==> src/rtl/dzos_pkg.sv <==
// ----------------------------------------------------------------------------
// dzos_pkg
// Shared types and constants of the depth zone obstacle steering block.
// ----------------------------------------------------------------------------
package dzos_pkg;

	// payload widths
	localparam int DEPTH_W   = 16;
	localparam int ZONE_W    = 14;
	localparam int SPEED_W   = 14;
	localparam int TURN_W    = 16;
	localparam int CFG_W     = 13;
	localparam int CFG_IDX_W = 1;

	// configuration register indexes
	localparam logic [CFG_IDX_W-1:0] REG_FRAME_WIDTH  = 1'd0;
	localparam logic [CFG_IDX_W-1:0] REG_FRAME_HEIGHT = 1'd1;

	// configuration reset values and lower clamps
	localparam logic [CFG_W-1:0] FRAME_WIDTH_RST  = 13'd640;
	localparam logic [CFG_W-1:0] FRAME_HEIGHT_RST = 13'd480;
	localparam int               MIN_FRAME_W      = 6;
	localparam int               MIN_FRAME_H      = 4;

	// window bound slots
	localparam int BND_X0  = 0;
	localparam int BND_X1  = 1;
	localparam int BND_Y0  = 2;
	localparam int BND_Y1  = 3;
	localparam int BND_EL  = 4;
	localparam int BND_ER  = 5;
	localparam int BND_W   = 6;
	localparam int BND_H   = 7;
	localparam int BND_NUM = 8;

	// decision thresholds in mm
	localparam logic [ZONE_W-1:0]  NO_RANGE_MM  = 14'd10000;
	localparam logic [ZONE_W-1:0]  STOP_MM      = 14'd600;
	localparam logic [ZONE_W-1:0]  CAUTION_MM   = 14'd1200;
	localparam logic [ZONE_W-1:0]  DEAD_BAND_MM = 14'd250;

	// Q1.14 turn and Q0.14 speed command levels
	localparam logic [TURN_W-1:0]        Q14_ONE        = 16'd16384;
	localparam logic signed [TURN_W-1:0] TURN_LEFT_MAX  = 16'sd16384;
	localparam logic signed [TURN_W-1:0] TURN_RIGHT_MAX = -16'sd16384;
	localparam logic [SPEED_W-1:0]       CRUISE_SPEED   = 14'd12288;
	localparam logic [SPEED_W-1:0]       BASE_SPEED     = 14'd4096;
	localparam logic [SPEED_W-1:0]       STOP_SPEED     = 14'd0;

	// reciprocal multipliers: x/625 for x < 2^25, x/125 for x < 2^19
	localparam logic [25:0] DIV625_M = 26'd54975582;
	localparam int          DIV625_K = 35;
	localparam logic [19:0] DIV125_M = 20'd536871;
	localparam int          DIV125_K = 26;

	typedef struct packed {
		logic [ZONE_W-1:0] left;
		logic [ZONE_W-1:0] center;
		logic [ZONE_W-1:0] right;
	} zone_mins_t;

	typedef struct packed {
		logic [SPEED_W-1:0]       speed;
		logic signed [TURN_W-1:0] turn;
	} steer_cmd_t;

endpackage

==> src/rtl/dzos_if.sv <==
// ----------------------------------------------------------------------------
// dzos_if
// Valid/ready channels of the steering block: pixels, results, config writes.
// ----------------------------------------------------------------------------
interface dzos_pixel_if;
	logic                          valid;
	logic                          ready;
	logic [dzos_pkg::DEPTH_W-1:0]  depth_mm;
	logic                          depth_ok;
	logic                          frame_start;

	modport source (output valid, depth_mm, depth_ok, frame_start, input ready);
	modport sink   (input valid, depth_mm, depth_ok, frame_start, output ready);
endinterface

interface dzos_result_if;
	logic                                valid;
	logic                                ready;
	logic [dzos_pkg::SPEED_W-1:0]        forward_speed;
	logic signed [dzos_pkg::TURN_W-1:0]  turn_rate;
	logic [dzos_pkg::ZONE_W-1:0]         left_min_mm;
	logic [dzos_pkg::ZONE_W-1:0]         center_min_mm;
	logic [dzos_pkg::ZONE_W-1:0]         right_min_mm;

	modport source (output valid, forward_speed, turn_rate, left_min_mm, center_min_mm,
		right_min_mm, input ready);
	modport sink   (input valid, forward_speed, turn_rate, left_min_mm, center_min_mm,
		right_min_mm, output ready);
endinterface

interface dzos_cfg_if;
	logic                           valid;
	logic                           ready;
	logic [dzos_pkg::CFG_IDX_W-1:0] reg_index;
	logic [dzos_pkg::CFG_W-1:0]     wr_data;

	modport source (output valid, reg_index, wr_data, input ready);
	modport sink   (input valid, reg_index, wr_data, output ready);
endinterface

==> src/rtl/dzos_window.sv <==
// ----------------------------------------------------------------------------
// dzos_window
// Derives the window and zone edges from the frame size in three stages.
// ----------------------------------------------------------------------------
module dzos_window #(
	parameter int  MAX_FRAME_DIM = 4096,
	localparam int DIM_W         = $clog2(MAX_FRAME_DIM + 1)
) (
	input  logic                                        clk,
	input  logic                                        arst_n,
	input  logic                                        cfg_write,
	input  logic [dzos_pkg::CFG_W-1:0]                  frame_width,
	input  logic [dzos_pkg::CFG_W-1:0]                  frame_height,
	output logic                                        busy,
	output logic [dzos_pkg::BND_NUM-1:0][DIM_W-1:0]     bounds
);

	localparam int     CMP_W = (DIM_W > dzos_pkg::CFG_W) ? DIM_W : dzos_pkg::CFG_W;
	localparam int     K3    = DIM_W + 2;
	localparam longint M3    = ((longint'(1) << K3) + 2) / 3;
	localparam int     P3    = DIM_W + K3;

	// x/3 by reciprocal, exact for x < 2^DIM_W
	function automatic logic [DIM_W-1:0] div3(input logic [DIM_W-1:0] x);
		logic [P3-1:0] p;
		p = P3'(x) * P3'(M3);
		return DIM_W'(p >> K3);
	endfunction

	function automatic logic [DIM_W-1:0] clamp_dim(input logic [dzos_pkg::CFG_W-1:0] v,
		input logic [DIM_W-1:0] lo);
		logic [CMP_W-1:0] vx;
		vx = CMP_W'(v);
		if (vx > CMP_W'(MAX_FRAME_DIM)) begin
			return DIM_W'(MAX_FRAME_DIM);
		end else if (vx < CMP_W'(lo)) begin
			return lo;
		end
		return DIM_W'(vx);
	endfunction

	logic [2:0]       upd_q;
	logic [DIM_W-1:0] wc, hc;
	logic [DIM_W-1:0] w_s1, h_s1, cx_s1, hw_s1, cy_s1, hh_s1;
	logic [DIM_W-1:0] x0, x1, xs, y0, y1, ys, cw;
	logic [DIM_W-1:0] w_s2, h_s2, x0_s2, x1_s2, y0_s2, y1_s2, chalf_s2;
	logic [DIM_W-1:0] c6;

	// settle shift register: stages refill after reset or a write
	always_ff @(posedge clk or negedge arst_n) begin
		if (!arst_n) begin
			upd_q <= 3'b111;
		end else begin
			upd_q <= {upd_q[1:0], cfg_write};
		end
	end

	assign busy = |upd_q;

	always_comb begin
		wc = clamp_dim(frame_width, DIM_W'(dzos_pkg::MIN_FRAME_W));
		hc = clamp_dim(frame_height, DIM_W'(dzos_pkg::MIN_FRAME_H));
	end

	always_ff @(posedge clk) begin
		w_s1  <= wc;
		h_s1  <= hc;
		cx_s1 <= wc >> 1;
		hw_s1 <= div3(wc) >> 1;
		cy_s1 <= hc >> 1;
		hh_s1 <= hc >> 2;
	end

	always_comb begin
		x0 = cx_s1 - hw_s1;
		xs = cx_s1 + hw_s1;
		x1 = (xs > w_s1) ? w_s1 : xs;
		y0 = cy_s1 - hh_s1;
		ys = cy_s1 + hh_s1;
		y1 = (ys > h_s1) ? h_s1 : ys;
		cw = x1 - x0;
	end

	always_ff @(posedge clk) begin
		w_s2     <= w_s1;
		h_s2     <= h_s1;
		x0_s2    <= x0;
		x1_s2    <= x1;
		y0_s2    <= y0;
		y1_s2    <= y1;
		chalf_s2 <= cw >> 1;
	end

	// c/6 taken as (c/2)/3
	assign c6 = div3(chalf_s2);

	always_ff @(posedge clk) begin
		bounds[dzos_pkg::BND_X0] <= x0_s2;
		bounds[dzos_pkg::BND_X1] <= x1_s2;
		bounds[dzos_pkg::BND_Y0] <= y0_s2;
		bounds[dzos_pkg::BND_Y1] <= y1_s2;
		bounds[dzos_pkg::BND_EL] <= chalf_s2 - c6;
		bounds[dzos_pkg::BND_ER] <= chalf_s2 + c6;
		bounds[dzos_pkg::BND_W]  <= w_s2;
		bounds[dzos_pkg::BND_H]  <= h_s2;
	end

endmodule

==> src/rtl/dzos_decide.sv <==
// ----------------------------------------------------------------------------
// dzos_decide
// Steering decision from the three zone minima: stop, caution or cruise.
// ----------------------------------------------------------------------------
module dzos_decide (
	input  dzos_pkg::zone_mins_t mins,
	output dzos_pkg::steer_cmd_t cmd
);

	logic [13:0]        l, c, r;
	logic               stop_c, caution_c, neg;
	logic [10:0]        gl, gr, cc;
	logic signed [11:0] dg;
	logic [10:0]        dg_mag;
	logic signed [14:0] d;
	logic [13:0]        d_mag;
	logic [24:0]        num_mag;
	logic [50:0]        tprod;
	logic [15:0]        q, q_sat;
	logic signed [15:0] prop_turn;
	logic [9:0]         cgap;
	logic [18:0]        snum;
	logic [44:0]        sprod;
	logic [13:0]        caut_speed;

	always_comb begin
		l = mins.left;
		c = mins.center;
		r = mins.right;

		stop_c    = c < dzos_pkg::STOP_MM;
		caution_c = (l < dzos_pkg::CAUTION_MM) || (r < dzos_pkg::CAUTION_MM);

		// caution gaps
		gl     = (l < dzos_pkg::CAUTION_MM) ? 11'(dzos_pkg::CAUTION_MM - l) : 11'd0;
		gr     = (r < dzos_pkg::CAUTION_MM) ? 11'(dzos_pkg::CAUTION_MM - r) : 11'd0;
		dg     = $signed({1'b0, gr}) - $signed({1'b0, gl});
		dg_mag = dg[11] ? 11'(-dg) : dg[10:0];

		// cruise difference
		d     = $signed({1'b0, l}) - $signed({1'b0, r});
		d_mag = d[14] ? 14'(-d) : d[13:0];

		// turn magnitude: gap*8192/625 or diff*2048/625, truncated
		num_mag = caution_c ? 25'({dg_mag, 13'b0}) : 25'({d_mag, 11'b0});
		neg     = caution_c ? dg[11] : d[14];
		tprod   = 51'(num_mag) * 51'(dzos_pkg::DIV625_M);
		q       = 16'(tprod >> dzos_pkg::DIV625_K);
		q_sat   = (q > dzos_pkg::Q14_ONE) ? dzos_pkg::Q14_ONE : q;
		prop_turn = neg ? -$signed(q_sat) : $signed(q_sat);

		// caution speed: base + (1200 - min(C,1200))*768/125
		cc         = (c < dzos_pkg::CAUTION_MM) ? c[10:0] : 11'(dzos_pkg::CAUTION_MM);
		cgap       = 10'(11'(dzos_pkg::CAUTION_MM) - cc);
		snum       = 19'({cgap, 9'b0}) + 19'({cgap, 8'b0});
		sprod      = 45'(snum) * 45'(dzos_pkg::DIV125_M);
		caut_speed = dzos_pkg::BASE_SPEED + 14'(sprod >> dzos_pkg::DIV125_K);

		if (stop_c) begin
			cmd.speed = dzos_pkg::STOP_SPEED;
			cmd.turn  = (l > r) ? dzos_pkg::TURN_LEFT_MAX : dzos_pkg::TURN_RIGHT_MAX;
		end else if (caution_c) begin
			cmd.speed = caut_speed;
			cmd.turn  = prop_turn;
		end else begin
			cmd.speed = dzos_pkg::CRUISE_SPEED;
			cmd.turn  = (d_mag < dzos_pkg::DEAD_BAND_MM) ? 16'sd0 : prop_turn;
		end
	end

endmodule

==> src/rtl/depth_zone_obstacle_steering.sv <==
// ----------------------------------------------------------------------------
// depth_zone_obstacle_steering
// Zone minima over a central depth window and one steering command per frame.
//
// Usage: depth pixels enter on the pixel channel in raster order, one request
// per pixel; the block counts columns and rows itself. frame_start on a
// pixel clears the counters and minima before that pixel is used. One
// request leaves on the steer channel for the last pixel of each frame,
// carrying speed, turn and the left, center and right minima.
// Throughput: one pixel per cycle while pixel ready is high. The last
// pixel's minima are registered in stage 1 and move on into the output
// register once it is free; the result is valid from there.
// Configuration: frame_width and frame_height are written on the cfg channel
// while the stream is idle; the window edges are rebuilt by a three-stage
// pipeline and pixel ready stays low after each write until it has refilled.
// Reset: counters clear, minima go to 10000 mm, sizes to 640x480, and pixel
// ready stays low while the window edges settle.
// Stall: a result waiting in the output register does not block pixels; one
// more result can wait in the stage ahead of it, and only when both are full
// does the result path hold pixel ready low.
// ----------------------------------------------------------------------------
module depth_zone_obstacle_steering #(
	parameter int MAX_FRAME_DIM = 4096
) (
	input  logic                 clk,
	input  logic                 arst_n,
	dzos_pixel_if.sink           pixel,
	dzos_result_if.source        steer,
	dzos_cfg_if.sink             cfg
);

	localparam int DIM_W = $clog2(MAX_FRAME_DIM + 1);
	localparam int CNT_W = $clog2(MAX_FRAME_DIM);

	// configuration registers
	logic [dzos_pkg::CFG_W-1:0] frame_width_q, frame_height_q;
	logic                       cfg_acc;

	// window edges
	logic                                    win_busy;
	logic [dzos_pkg::BND_NUM-1:0][DIM_W-1:0] bounds;

	// frame state
	logic [CNT_W-1:0]     col_q, row_q;
	dzos_pkg::zone_mins_t mins_q;

	// pixel path
	logic                 px_acc;
	logic [CNT_W-1:0]     col_e, row_e;
	dzos_pkg::zone_mins_t mins_e, mins_n;
	logic [DIM_W-1:0]     col_x, row_x, rx;
	logic [dzos_pkg::ZONE_W-1:0] depth_z;
	logic                 usable, in_win, last_col, frame_end;

	// result path
	logic                 s1_valid_s1, s1_move;
	dzos_pkg::zone_mins_t mins_s1;
	dzos_pkg::steer_cmd_t cmd;
	logic                 out_valid_q;

	localparam dzos_pkg::zone_mins_t MINS_CLEAR = '{
		left:   dzos_pkg::NO_RANGE_MM,
		center: dzos_pkg::NO_RANGE_MM,
		right:  dzos_pkg::NO_RANGE_MM
	};

	// ---------------------------------------------------------------- config
	// writes are always taken: the user must write only while the stream is idle
	assign cfg.ready = 1'b1;
	assign cfg_acc   = cfg.valid & cfg.ready;

	always_ff @(posedge clk or negedge arst_n) begin
		if (!arst_n) begin
			frame_width_q  <= dzos_pkg::FRAME_WIDTH_RST;
			frame_height_q <= dzos_pkg::FRAME_HEIGHT_RST;
		end else if (cfg_acc) begin
			case (cfg.reg_index)
				dzos_pkg::REG_FRAME_WIDTH:  frame_width_q  <= cfg.wr_data;
				dzos_pkg::REG_FRAME_HEIGHT: frame_height_q <= cfg.wr_data;
				default: ;
			endcase
		end
	end

	dzos_window #(
		.MAX_FRAME_DIM (MAX_FRAME_DIM)
	) u_window (
		.clk          (clk),
		.arst_n       (arst_n),
		.cfg_write    (cfg_acc),
		.frame_width  (frame_width_q),
		.frame_height (frame_height_q),
		.busy         (win_busy),
		.bounds       (bounds)
	);

	// ---------------------------------------------------------------- pixel
	// result stage may be refilled when it drains into the output register
	assign s1_move     = s1_valid_s1 & (~out_valid_q | steer.ready);
	assign pixel.ready = ~win_busy & (~s1_valid_s1 | s1_move);
	assign px_acc      = pixel.valid & pixel.ready;

	always_comb begin
		// frame_start clears before the pixel is used
		col_e  = pixel.frame_start ? '0 : col_q;
		row_e  = pixel.frame_start ? '0 : row_q;
		mins_e = pixel.frame_start ? MINS_CLEAR : mins_q;

		col_x   = DIM_W'(col_e);
		row_x   = DIM_W'(row_e);
		depth_z = dzos_pkg::ZONE_W'(pixel.depth_mm);

		// usable sample: finite and 1..10000 mm
		usable = pixel.depth_ok && (pixel.depth_mm != '0) &&
			(pixel.depth_mm <= dzos_pkg::DEPTH_W'(dzos_pkg::NO_RANGE_MM));
		in_win = (col_x >= bounds[dzos_pkg::BND_X0]) && (col_x < bounds[dzos_pkg::BND_X1]) &&
			(row_x >= bounds[dzos_pkg::BND_Y0]) && (row_x < bounds[dzos_pkg::BND_Y1]);
		rx = col_x - bounds[dzos_pkg::BND_X0];

		// running minimum of the zone this column falls in
		mins_n = mins_e;
		if (usable && in_win) begin
			if (rx < bounds[dzos_pkg::BND_EL]) begin
				if (depth_z < mins_e.left) mins_n.left = depth_z;
			end else if (rx > bounds[dzos_pkg::BND_ER]) begin
				if (depth_z < mins_e.right) mins_n.right = depth_z;
			end else begin
				if (depth_z < mins_e.center) mins_n.center = depth_z;
			end
		end

		// ">=" so counters left past a shrunk size still wrap
		last_col  = (col_x + DIM_W'(1)) >= bounds[dzos_pkg::BND_W];
		frame_end = last_col && ((row_x + DIM_W'(1)) >= bounds[dzos_pkg::BND_H]);
	end

	always_ff @(posedge clk or negedge arst_n) begin
		if (!arst_n) begin
			col_q  <= '0;
			row_q  <= '0;
			mins_q <= MINS_CLEAR;
		end else if (px_acc) begin
			if (last_col) begin
				col_q <= '0;
				row_q <= frame_end ? '0 : row_e + CNT_W'(1);
			end else begin
				col_q <= col_e + CNT_W'(1);
				row_q <= row_e;
			end
			// next frame may begin without frame_start
			mins_q <= frame_end ? MINS_CLEAR : mins_n;
		end
	end

	// ---------------------------------------------------------------- result
	// stage 1 holds the final minima of a frame
	always_ff @(posedge clk or negedge arst_n) begin
		if (!arst_n) begin
			s1_valid_s1 <= 1'b0;
		end else if (px_acc && frame_end) begin
			s1_valid_s1 <= 1'b1;
		end else if (s1_move) begin
			s1_valid_s1 <= 1'b0;
		end
	end

	always_ff @(posedge clk) begin
		if (px_acc && frame_end) begin
			mins_s1 <= mins_n;
		end
	end

	dzos_decide u_decide (
		.mins (mins_s1),
		.cmd  (cmd)
	);

	// output register
	always_ff @(posedge clk or negedge arst_n) begin
		if (!arst_n) begin
			out_valid_q <= 1'b0;
		end else if (s1_move) begin
			out_valid_q <= 1'b1;
		end else if (steer.ready) begin
			out_valid_q <= 1'b0;
		end
	end

	always_ff @(posedge clk) begin
		if (s1_move) begin
			steer.forward_speed <= cmd.speed;
			steer.turn_rate     <= cmd.turn;
			steer.left_min_mm   <= mins_s1.left;
			steer.center_min_mm <= mins_s1.center;
			steer.right_min_mm  <= mins_s1.right;
		end
	end

	assign steer.valid = out_valid_q;

	// ---------------------------------------------------------------- checks
	// no pixel may use half-rebuilt window edges
	a_cfg_blocks_pixel: assert property (@(posedge clk) disable iff (!arst_n)
		cfg_acc |=> !px_acc)
		else $error("pixel taken right after a config write");

	// a pending frame result is never overwritten
	a_no_result_overwrite: assert property (@(posedge clk) disable iff (!arst_n)
		(s1_valid_s1 && !s1_move) |-> !(px_acc && frame_end))
		else $error("frame result lost in stage 1");

	// counters return to zero after a frame
	a_frame_wrap: assert property (@(posedge clk) disable iff (!arst_n)
		(px_acc && frame_end) |=> (col_q == '0) && (row_q == '0) &&
		(mins_q == MINS_CLEAR))
		else $error("frame state not cleared after last pixel");

	// zone minima never exceed the 10000 mm no-range value
	a_mins_range: assert property (@(posedge clk) disable iff (!arst_n)
		(mins_q.left <= dzos_pkg::NO_RANGE_MM) && (mins_q.center <= dzos_pkg::NO_RANGE_MM) &&
		(mins_q.right <= dzos_pkg::NO_RANGE_MM))
		else $error("zone minimum out of range");

endmodule

==> src/flat_wrapper.sv <==
// flat-port wrapper written by rule: the top's interface ports become plain ports
module depth_zone_obstacle_steering_flat 
#(
	parameter int MAX_FRAME_DIM = 4096
)
  (clk, arst_n, pixel_valid, pixel_depth_mm, pixel_depth_ok, pixel_frame_start, pixel_ready, steer_valid, steer_forward_speed, steer_turn_rate, steer_left_min_mm, steer_center_min_mm, steer_right_min_mm, steer_ready, cfg_valid, cfg_reg_index, cfg_wr_data, cfg_ready);
  dzos_pixel_if pixel_i ();
  dzos_result_if steer_i ();
  dzos_cfg_if cfg_i ();
  input  logic clk;
  input  logic arst_n;
  input wire logic [$bits(pixel_i.valid)-1:0] pixel_valid;
  input wire logic [$bits(pixel_i.depth_mm)-1:0] pixel_depth_mm;
  input wire logic [$bits(pixel_i.depth_ok)-1:0] pixel_depth_ok;
  input wire logic [$bits(pixel_i.frame_start)-1:0] pixel_frame_start;
  output wire logic [$bits(pixel_i.ready)-1:0] pixel_ready;
  output wire logic [$bits(steer_i.valid)-1:0] steer_valid;
  output wire logic [$bits(steer_i.forward_speed)-1:0] steer_forward_speed;
  output wire logic [$bits(steer_i.turn_rate)-1:0] steer_turn_rate;
  output wire logic [$bits(steer_i.left_min_mm)-1:0] steer_left_min_mm;
  output wire logic [$bits(steer_i.center_min_mm)-1:0] steer_center_min_mm;
  output wire logic [$bits(steer_i.right_min_mm)-1:0] steer_right_min_mm;
  input wire logic [$bits(steer_i.ready)-1:0] steer_ready;
  input wire logic [$bits(cfg_i.valid)-1:0] cfg_valid;
  input wire logic [$bits(cfg_i.reg_index)-1:0] cfg_reg_index;
  input wire logic [$bits(cfg_i.wr_data)-1:0] cfg_wr_data;
  output wire logic [$bits(cfg_i.ready)-1:0] cfg_ready;
  assign pixel_i.valid = pixel_valid;
  assign pixel_i.depth_mm = pixel_depth_mm;
  assign pixel_i.depth_ok = pixel_depth_ok;
  assign pixel_i.frame_start = pixel_frame_start;
  assign pixel_ready = pixel_i.ready;
  assign steer_valid = steer_i.valid;
  assign steer_forward_speed = steer_i.forward_speed;
  assign steer_turn_rate = steer_i.turn_rate;
  assign steer_left_min_mm = steer_i.left_min_mm;
  assign steer_center_min_mm = steer_i.center_min_mm;
  assign steer_right_min_mm = steer_i.right_min_mm;
  assign steer_i.ready = steer_ready;
  assign cfg_i.valid = cfg_valid;
  assign cfg_i.reg_index = cfg_reg_index;
  assign cfg_i.wr_data = cfg_wr_data;
  assign cfg_ready = cfg_i.ready;
  depth_zone_obstacle_steering #(.MAX_FRAME_DIM(MAX_FRAME_DIM)) u_core (.clk(clk), .arst_n(arst_n), .pixel(pixel_i), .steer(steer_i), .cfg(cfg_i));
endmodule
==> config.mk <==
export PLATFORM = sky130hd
export DESIGN_NAME = depth_zone_obstacle_steering_flat
export DESIGN_NICKNAME = d
export VERILOG_FILES = /design/src/rtl/dzos_pkg.sv /design/src/rtl/dzos_if.sv /design/src/rtl/dzos_window.sv /design/src/rtl/dzos_decide.sv /design/src/rtl/depth_zone_obstacle_steering.sv /design/src/flat_wrapper.sv
export SDC_FILE = /design/constraint.sdc
export NUM_CORES = 2
export LEC_CHECK = 0
export BUFFER_PORTS_ARGS = -buffer_cell sky130_fd_sc_hd__buf_2
export CORE_ASPECT_RATIO = 0.8
export CORE_MARGIN = 3
export CORE_UTILIZATION = 59
export CTS_CLUSTER_SIZE = 30
export DETAILED_ROUTE_END_ITERATION = 16
export PLACE_DENSITY = 0.79
export SYNTH_ARGS = -nofsm -noshare
export SYNTH_HDL_FRONTEND = slang
export SYNTH_SLANG_ARGS = --single-unit
==> constraint.sdc <==
create_clock -name clk -period 12 [get_ports clk]
set_input_delay 1.8 -clock clk [delete_from_list [all_inputs] [get_ports clk]]
set_output_delay 1.8 -clock clk [all_outputs]
set_load 0.02 [all_outputs]
==> metrics <==
post-layout min period=11.38 ns; Routed WL=89.29 mm; Worst EP required=12.33 ns; syn nets=5160; Yosys cell types=83; final-stage net count=5303; vias in the first global route=28389; area grow syn2layout=8.500%; Syn Area/Cell=9.651 sq um; GR Overflow Total=0; number of synthesized flops with an enable pin=114; Num Clock Sinks=441; core area=66210 sq um; CTS Buf Count=46; Slew HR=0.1050; first-iteration detailed-routing DRC count=1896; Slew Viols, Final=0; port bufs=110; Post-route DRC=0; CP Launch Type=flop; initial antenna violation count=3; # setup viols final=0; worst hold slack=0.3121 ns; Antenna Nets Post-Route=0; FFs w/ async S/R, synth=0.2200; FF+latch count, synth=441; Die W=296.2 microns; CTS tree=done; first-pass GRT wire length=145.8 mm; CP max FO=7; DR WL/cell=17.31 microns; R2R setup slack=0.62 ns; DIE AREA=70530 sq um; Netlist Area Pre-Place=39740 sq um; Initial Utilization=0.6002; Max Fclk=87.89 MHz; RD Place Congestion=0.9752; Synth Flop Type=dfxtp_1; Warnings, synthesis=0; Vias/cell=5.644; htree depth=2; worst-case clock skew=0.03434 ns; Seq/Total Area, Yosys=0.2638; status=completed; Final Hold Vio Count=0; critical path capture point type=flop; Hold WC Path Type=flop to flop; most used cell along the critical path=inv_1; Clock Path Buffers=3; Worst path max stage delay=0.58 ns; worst slack, placed=0.1201 ns; via count=29118; CTS Root Cell=clkbuf_16; Die H=238.1 microns; largest net degree at the start of global routing=84; Max Cap Viol=0; GRT Overall Usage=0.2541; CTS clk-pin slew, worst paths=0.07 ns; Mapped Cells=4118; actual slew at the worst max-slew pin=1.339 ns; # hold bufs at CTS=0; slowest CP cell=or4_1; DR pass1 iterations=5; io pins=112; Crit Path Class=flop to flop; Skew-Pair Late Insertion Delay=0.62 ns; worst setup margin=0.6222 ns; Rows=84; final-layout fill cell count=5161; layout cells sized above 1=0.08492; worst path arrival time=11.70 ns; DP HPWL=72.11 mm; Final Cycle Share=0.9482
==> registers in the layout, indices dropped and copies added, names as in the netlist, 11 cells and up <==
register	cells
u_core.u_window.y1_s2	13
u_core.steer.center_min_mm	14
u_core.row_q	12
u_core.frame_height_q	13
u_core.steer.turn_rate	16
u_core.u_window.w_s2	13
u_core.mins_s1	42
u_core.u_window.h_s1	13
u_core.u_window.y0_s2	13
u_core.u_window.bounds	103
u_core.steer.left_min_mm	14
u_core.col_q	12
u_core.u_window.h_s2	13
u_core.u_window.chalf_s2	12
u_core.steer.right_min_mm	14
u_core.frame_width_q	13
u_core.u_window.w_s1	12
u_core.u_window.x1_s2	13
u_core.u_window.hw_s1	11
u_core.u_window.x0_s2	13
u_core.mins_q	42
u_core.steer.forward_speed	14
==> worst paths after layout <==
path                       cells after the start                     endpoint                startpoint
min                                            0  u_core.u_window.bounds[102]  u_core.u_window.h_s2[11]
max in group asynchronous                      2             u_core.mins_q[7]                    arst_n
min in group asynchronous                      1     u_core.frame_width_q[12]                    arst_n
min reg2reg                                    0  u_core.u_window.bounds[102]  u_core.u_window.h_s2[11]
max                                           49    u_core.steer.turn_rate[4]         u_core.mins_s1[9]
max reg2reg                                   49    u_core.steer.turn_rate[4]         u_core.mins_s1[9]
==> cell families after synthesis <==
logic type                 Yosys count  share of synthesized area
DFF                                441                     0.2638
buffers and inverters              846                    0.08037
and+or+nand+nor                    814                     0.1009
AOI/OAI and AO/OA                  732                     0.1224
adders and majority gates         1005                     0.3664
xor gates and xnor gates           198                    0.04401
muxes                               81                    0.02197
other                                1                 0.00009435
==> synthesized netlist by cell type, types with 29 or more instances <==
library cell | number | share of area
nand4_1 | 43 | 0.0068
nand2b_1 | 63 | 0.0099
clkbuf_1 | 54 | 0.0051
o21a_1 | 52 | 0.0098
dfrtp_1 | 73 | 0.046
edfxtp_1 | 114 | 0.086
nor2_1 | 229 | 0.022
nand2_1 | 181 | 0.017
nor2b_1 | 64 | 0.010
o21ai_0 | 132 | 0.017
o31ai_1 | 29 | 0.0055
xnor2_1 | 133 | 0.029
a21oi_1 | 188 | 0.024
xor2_1 | 64 | 0.014
nand3_1 | 49 | 0.0062
dfxtp_1 | 230 | 0.12
a21o_1 | 83 | 0.016
nor3_1 | 50 | 0.0063
ha_1 | 740 | 0.23
inv_1 | 780 | 0.074
o21bai_1 | 42 | 0.0079
mux2_2 | 50 | 0.014
fa_1 | 265 | 0.13
mux2i_1 | 31 | 0.0078
==> per-stage QoR <==
step           cells  instance area (sq um)  utilization  TNS [ns]
3_3_place_gp    5060                  41400       0.6253         0
4_1_cts         5145                  42950       0.6486         0
6_report        5159                  43120       0.6513         0
2_1_floorplan   4118                  39740            -         0
3_5_place_dp    5060                  41400       0.6253         0
5_1_grt         5159                  43120       0.6513  -0.01238
==> per-layer routing <==
metal  routed length, microns  track usage
met4                     2200      0.06196
met2                    39610       0.3980
met3                     5893      0.04281
met5                       27            0
met1                    41560       0.3684
==> critical path, delay by kind of cell, from the launching register on <==
kind                       cells  cell delay (ns)
xor gates and xnor gates       2             0.32
DFF                            1             0.41
and+or+nand+nor               10             2.38
buffers and inverters          9             0.75
AOI/OAI and AO/OA             18             3.57
adders and majority gates     10             3.62
==> cell usage in the layout (no fill, tap or decap), types with 49 or more instances in the layout <==
master | netlist | routed
inv_1 | 780 | 780
ha_1 | 740 | 735
fa_1 | 265 | 265
dfxtp_1 | 230 | 230
nor2_1 | 229 | 229
a21oi_1 | 188 | 187
nand2_1 | 181 | 181
xnor2_1 | 133 | 133
o21ai_0 | 132 | 125
edfxtp_1 | 114 | 114
buf_2 | 6 | 109
a21o_1 | 83 | 83
dfrtp_1 | 73 | 73
nor2b_1 | 64 | 64
xor2_1 | 64 | 63
nand2b_1 | 63 | 62
o21a_1 | 52 | 52
buf_4 | 1 | 52
mux2_2 | 50 | 50
nand3_1 | 49 | 49
==> timing repair <==
action / 4_1_cts / 5_1_grt
buffers inserted: 0 / 13
endpoints found under the setup margin: 0 / 15
endpoints found under the hold margin: 0 / 0
gates resized for setup: 0 / 29
==> cell type report <==
cell class	count	area (sq um)	area share
clock inverter	22	246.5	0.005716
multi-input combinational	2831	26150	0.6064
sequential	441	10490	0.2431
tap	860	1076	0.02495
timing repair buffer	161	935.9	0.02170
inverter	780	2928	0.06790
clock buffer	63	1300	0.03015
antenna	1	2.502	0.00005803
Power is left out: the tool's default activity adds up to more than one toggle a clock period on the data nets, which glitch-free logic cannot reach.
